File: src/design/pop_pkg.sv
// shared constants for the perpendicular offset point block
`default_nettype none
package pop_pkg;
  localparam int COORD_BITS_DEF = 18;
  localparam int DIST_BITS      = 10;
  localparam logic [DIST_BITS-1:0] DIST_RESET = 10'd100;
  // one cell per quotient bit, quotient never exceeds the distance
  localparam int Q_BITS         = DIST_BITS;
  // front end stages ahead of the cell row
  localparam int FRONT_STAGES   = 3;
endpackage
`default_nettype wire

File: src/design/pop_cell.sv
// one quotient bit for both coordinates, by incremental square compare
`default_nettype none
module pop_cell #(
  parameter int CB  = pop_pkg::COORD_BITS_DEF,
  parameter int BIT = 0
) (
  input  wire logic                 clk,
  input  wire logic                 rst,
  input  wire logic                 in_valid,
  input  wire logic [2*CB:0]        s_in,
  input  wire logic [2*CB+2*pop_pkg::DIST_BITS-1:0] tx_in,
  input  wire logic [2*CB+2*pop_pkg::DIST_BITS-1:0] ty_in,
  input  wire logic [2*CB+2*pop_pkg::DIST_BITS:0]   q2sx_in,
  input  wire logic [2*CB+2*pop_pkg::DIST_BITS:0]   qsx_in,
  input  wire logic [pop_pkg::Q_BITS-1:0]           qx_in,
  input  wire logic [2*CB+2*pop_pkg::DIST_BITS:0]   q2sy_in,
  input  wire logic [2*CB+2*pop_pkg::DIST_BITS:0]   qsy_in,
  input  wire logic [pop_pkg::Q_BITS-1:0]           qy_in,
  input  wire logic [2*CB+2:0]      side_in,
  output logic                      out_valid,
  output logic [2*CB:0]             s_out,
  output logic [2*CB+2*pop_pkg::DIST_BITS-1:0] tx_out,
  output logic [2*CB+2*pop_pkg::DIST_BITS-1:0] ty_out,
  output logic [2*CB+2*pop_pkg::DIST_BITS:0]   q2sx_out,
  output logic [2*CB+2*pop_pkg::DIST_BITS:0]   qsx_out,
  output logic [pop_pkg::Q_BITS-1:0]           qx_out,
  output logic [2*CB+2*pop_pkg::DIST_BITS:0]   q2sy_out,
  output logic [2*CB+2*pop_pkg::DIST_BITS:0]   qsy_out,
  output logic [pop_pkg::Q_BITS-1:0]           qy_out,
  output logic [2*CB+2:0]           side_out
);
  localparam int W = 2*CB + 2*pop_pkg::DIST_BITS + 1;

  logic [W-1:0] s_w, cand_x, cand_y;
  logic         take_x, take_y;

  // (q + 2^k)^2 * s = q^2 s + q s 2^(k+1) + s 2^(2k)
  assign s_w    = W'(s_in);
  assign cand_x = q2sx_in + (qsx_in << (BIT+1)) + (s_w << (2*BIT));
  assign cand_y = q2sy_in + (qsy_in << (BIT+1)) + (s_w << (2*BIT));
  assign take_x = (cand_x <= W'(tx_in));
  assign take_y = (cand_y <= W'(ty_in));

  always_ff @(posedge clk) begin
    if (rst) begin
      out_valid <= 1'b0;
    end else begin
      out_valid <= in_valid;
    end
  end

  always_ff @(posedge clk) begin
    s_out    <= s_in;
    tx_out   <= tx_in;
    ty_out   <= ty_in;
    side_out <= side_in;
    q2sx_out <= take_x ? cand_x : q2sx_in;
    qsx_out  <= take_x ? (qsx_in + (s_w << BIT)) : qsx_in;
    qx_out   <= qx_in | (pop_pkg::Q_BITS'(take_x) << BIT);
    q2sy_out <= take_y ? cand_y : q2sy_in;
    qsy_out  <= take_y ? (qsy_in + (s_w << BIT)) : qsy_in;
    qy_out   <= qy_in | (pop_pkg::Q_BITS'(take_y) << BIT);
  end
endmodule
`default_nettype wire

File: config.mk
export PLATFORM = sky130hd
export DESIGN_NAME = pop_cell
export DESIGN_NICKNAME = d
export VERILOG_FILES = /design/src/design/pop_pkg.sv /design/src/design/pop_cell.sv
export SDC_FILE = /design/constraint.sdc
export NUM_CORES = 1
export LEC_CHECK = 0
export BUFFER_PORTS_ARGS = -buffer_cell sky130_fd_sc_hd__buf_2
export CORE_AREA = 3 3 344 346
export CTS_CLUSTER_DIAMETER = 100
export CTS_CLUSTER_SIZE = 25
export DETAILED_ROUTE_END_ITERATION = 8
export DIE_AREA = 0 0 347 349
export GPL_TIMING_DRIVEN = 0
export SYNTH_ARGS = -nofsm -noshare
export SYNTH_HDL_FRONTEND = slang
export SYNTH_SLANG_ARGS = --single-unit
File: constraint.sdc
create_clock -name clk -period 17.2 [get_ports clk]
set_input_delay 2.58 -clock clk [delete_from_list [all_inputs] [get_ports clk]]
set_output_delay 2.58 -clock clk [all_outputs]
set_load 0.05 [all_outputs]
# After elaboration in Yosys (flattened, before gate mapping)
# Index checks and enable logic that the tools add are counted.
[totals]
reg_bits = 437
inputBits = 439
[classes]
n_lt_le_gt_ge = 2
n_mux = 4
bitwise = 2
n_addsub = 6
[op_table]
columns = ["op", "count"]
rows = [
  ["57-bit by 37-bit adder with 57-bit output", 4],
  ["57-bit 2-to-1 mux", 4],
  ["57-bit adder", 2],
  ["57-bit by 56-bit less-or-equal comparator with 1-bit output", 2],
  ["10-bit by 1-bit OR with 10-bit output", 2],
]

# Longest topological paths before layout
[depth]
depth_word = 4
ltp_mapped = 25
depth_no_buf = 23

# Worst setup path after synthesis
# No wires, ideal clock.
[synth_timing]
path_kind = "input to register"
from = "input s_in[1]"
to = "register q2sx_out[10] (netlist name)"
t_arrival_ps = 7439
slack_ps = 9640
path_stages = 22
required_time_ps = 17079
setup_time_ps = 121
n_path_buf = 2
path_cell_list = "fa_1 > ha_1 > fa_1 > a211o_1 > a31oi_1 > o21ai_2 > a211oi_1 > o21ai_0 > a21oi_1 > nor3_1 > nor3_1 > xnor2_1 > ha_1 > nand3_1 > nor4_1 > nand3_1 > a21oi_1 > a21oi_1 > o21ai_2 > buf_2 > buf_4 > mux2_2"
[synth_via]
elab_chain_len = 3
[synth_rtl]
columns = ["item", "line_no", "rtl"]
rows = [
  ["start: declaration", "pop_cell.sv:10", "input wire logic [2*CB:0] s_in,"],
  ["57-bit by 37-bit adder with 57-bit output (*)", "pop_cell.sv:39", "assign cand_x = q2sx_in + (qsx_in << (BIT+1)) + (s_w << (2*BIT));"],
  ["57-bit by 56-bit less-or-equal comparator with 1-bit output", "pop_cell.sv:41", "assign take_x = (cand_x <= W'(tx_in));"],
  ["57-bit 2-to-1 mux (*)", "pop_cell.sv:57", "q2sx_out <= take_x ? cand_x : q2sx_in;"],
  ["end signal: assignment", "pop_cell.sv:57", ""],
  ["end: declaration", "pop_cell.sv:24", "output logic [2*CB+2*pop_pkg::DIST_BITS:0] q2sx_out,"],
]
# Mark *: on every way between the ends. The rest lies on a longest branch, timed or not.
# A chain may end at the register's enable or synchronous reset.

# Worst setup path after layout
[layout_timing]
from = "input s_in[22]"
to = "register qsy_out[26] (netlist name)"
[layout_via]
elab_chain_len = 3
[layout_rtl]
columns = ["item", "line_no", "rtl"]
rows = [
  ["57-bit by 37-bit adder with 57-bit output", "pop_cell.sv:40", "assign cand_y = q2sy_in + (qsy_in << (BIT+1)) + (s_w << (2*BIT));"],
  ["57-bit by 56-bit less-or-equal comparator with 1-bit output", "pop_cell.sv:42", "assign take_y = (cand_y <= W'(ty_in));"],
  ["57-bit 2-to-1 mux (*)", "pop_cell.sv:61", "qsy_out <= take_y ? (qsy_in + (s_w << BIT)) : qsy_in;"],
  ["end signal: assignment", "pop_cell.sv:61", ""],
  ["end: declaration", "pop_cell.sv:28", "output logic [2*CB+2*pop_pkg::DIST_BITS:0] qsy_out,"],
]
# Marks and branches as above.

==> results.cfg <==
[grt]
grt_first_pass_wirelength_mm = 167.8
grt.overflow.total = 0
grtUsageTotal = 0.1871
grt_max_degree = 26
antenna_found_initial = 17
first_global_vias = 24670

[setup_path]
crit_type = in2reg
critPathLaunchType = primary input
worstPathArrival_ps = 10630
cpPeakStageDelay_ps = 980
path_max_fanout = 10
required_ps = 17720
cp_slowest_cell = nor4_1
path_cells = buf_2 > fa_1 > ha_1 > clkbuf_1 > nand2_1 > or3_1 > or4_1 > a21oi_1 > nor4_1 > a21o_1 > o21ai_1 > mux2i_1 > nand3_1 > ha_1 > nand4_1 > nor4_1 > nand3_1 > nor3_1 > a21oi_1 > nor3_2 > buf_2 > buf_4 > mux2_2
crit_path_end_kind = register

[placed_design]
place.gp.congestion = 0.9231
dp.cells = 5172
dp_hpwl_mm = 104.0
place_area_um2 = 32900
dp_slack_ps = 6333
place.port_buffers = 875

[timing]
final.min_clock_period_ps = 10110
timing.fmax_mhz = 98.90
hold_viol_final = 0
fin_crit_sh = 0.5879
setup_viol = 0
grt_setup_unrepaired = no
slew_viol_final = 0
tightestPinTransition_ps = 1177
maxSlewHeadroom = 0.2097
fin_setup_tns_ps = 0
fin_ws_ps = 7089

[die]
die-width_um = 347
initial_core_util = 0.2299
die_area_um2 = 121100
rows = 125
core_area_um2 = 115700
die_y_um = 349
ios = 876

[pwr]
internal-power_mw = 2.258
p_switching_mw = 2.068
vdd_drop_max_mv = 0.09870
leakage_nw = 16.17
p_per_area_nw_per_um2 = 127.1
p_seq_frac = 0.281
combPwrFrac = 0.526
p_sw_frac = 0.4780
clockPowerShare = 0.193

[layout]
final_cell_mix = buf_2, dfxtp_1, ha_1
nets = 4530
area_growth_pct = 27.89
drive_gt1_frac = 0.3037
layout_commonest_cell = buf_2
finalNonFillerCells = 5229
final_area_um2 = 34030

[logic_synthesis]
ys_async_sr_fraction = 0
synth_edf_count = 0
ys_top_cells_by_area = dfxtp_1, ha_1, mux2_2
synth.top_cell.area_share = 0.3288
synthCells = 2772
synth_flop_cell = dfxtp_1
synth_nets = 3623
ys_warn_count = 0
yosysSeqAreaShare = 0.3288
synth-seq-cells = 437
syn_avg_cell_area_um2 = 9.597
syn_area_um2 = 26600
synth_top_area_cell = dfxtp_1
synth.distinct_cells = 81

[drt]
first_iter_violations = 1302
postRouteAntennaNets = 0
vias = 24628
viasPerCell = 4.710
routedWlPerCell_um = 22.77
drt-pass1-iter-count = 5
drc = 0
routed_wl_mm = 119.1

[status]
status = finished, final reports clean

[clock_tree]
cts_tree = built
cts_buffer_depth = 3
cts_resized = 0
clockRootBuffer = clkbuf_16
htree_levels = 1
numCtsBuffers = 29
cts_setup_buffers = 0
clock-sinks = 437
cts.clk_slew.worst_paths_ps = 100
cts-hold-fix-buffers = 0

[flow_run]
drv_cap = 0

[min_path]
min_path_type = in2reg
-- logic make-up (layout without fill, tap and decap cells) --
| family | count (synthesis) | count (layout) | synth area share |
|---|---|---|---|
| other | 0 | 11 | 0 |
| AND/OR/NAND/NOR | 582 | 582 | 0.1086 |
| multiplexers | 150 | 150 | 0.06335 |
| adder cells (fa/ha/maj) | 412 | 412 | 0.2152 |
| AO/OA/AOI/OAI | 728 | 728 | 0.1757 |
| buffers and inverters | 251 | 1173 | 0.03856 |
| XOR/XNOR | 212 | 212 | 0.06979 |
| flip-flops | 437 | 437 | 0.3288 |
-- per-layer routing --
layer	routed length (um)	track usage	share of wire
met2	60110	0.3447	0.50
met4	4579	0.06643	0.038
met1	47440	0.2158	0.40
met5	31	0	0.00026
met3	6890	0.03356	0.058
-- cells in the mapped netlist, drive strengths merged (40+ instances only) --
cell type  instances
xor2              88
nor3              40
inv              166
a21o             110
dfxtp            437
o21ai            145
nor2              99
ha               336
mux2             147
a21oi            230
nand4             59
clkbuf            51
nand2            187
nand3             60
fa                76
xnor2            124
-- flip-flops by register name, indices dropped and copies added (netlist names) --
| signal | flops |
|---|---|
| out_valid | 1 |
| q2sx_out | 57 |
| q2sy_out | 57 |
| qsx_out | 57 |
| qsy_out | 57 |
| qx_out | 10 |
| qy_out | 10 |
| s_out | 37 |
| side_out | 39 |
| tx_out | 56 |
| ty_out | 56 |
-- power by group through the flow --
stage | Sequential, mW | Combinational [mW] | Clock, mW
finish | 1.22 | 2.27 | 0.836
floorplan | 1.81 | 0.966 | 0
global placement | 1.23 | 2.27 | 0
detailed placement | 1.24 | 2.28 | 0
global route | 1.23 | 2.44 | 0.897
CTS | 1.22 | 2.29 | 0.869
-- path summary, 6_finish.rpt --
kind / start / to / slack (ps) / cells after the start
max: s_in[22] / qsy_out[26]$_DFF_P_ / 7090 / 23
min: side_in[9] / side_out[9]$_DFF_P_ / 2010 / 1
-- cell type report --
type                    count  area, um^2
clock inverters            16       366.6
repair buffers            876        4389
plain buffers              85       402.9
well taps                1524        1907
diodes                     11       27.53
multi-input cells        2084       16830
clock buffers              30       729.5
inverters                 166       623.1
flip-flops and latches    437        8748
fillers                 12423       81710
-- stage by stage --
step / hold slack, ps / util / power, mW
final: 2006 / 0.2940 / 4.326
after detailed placement: 2684 / 0.2843 / 3.517
after global placement: 2683 / 0.2842 / 3.506
after CTS: 1937 / 0.2938 / 4.379
after global routing: 1956 / 0.2939 / 4.572
after floorplan: 2608 / - / 2.781
-- critical path: cells and delay by family --
| kind | cells | cell delay [ps] |
|---|---|---|
| simple gates | 10 | 3630 |
| compound gates | 4 | 1340 |
| buf+inv | 4 | 1330 |
| fa+ha+maj | 3 | 1070 |
| mux | 2 | 650 |
Power figures use the tool's default switching activity.
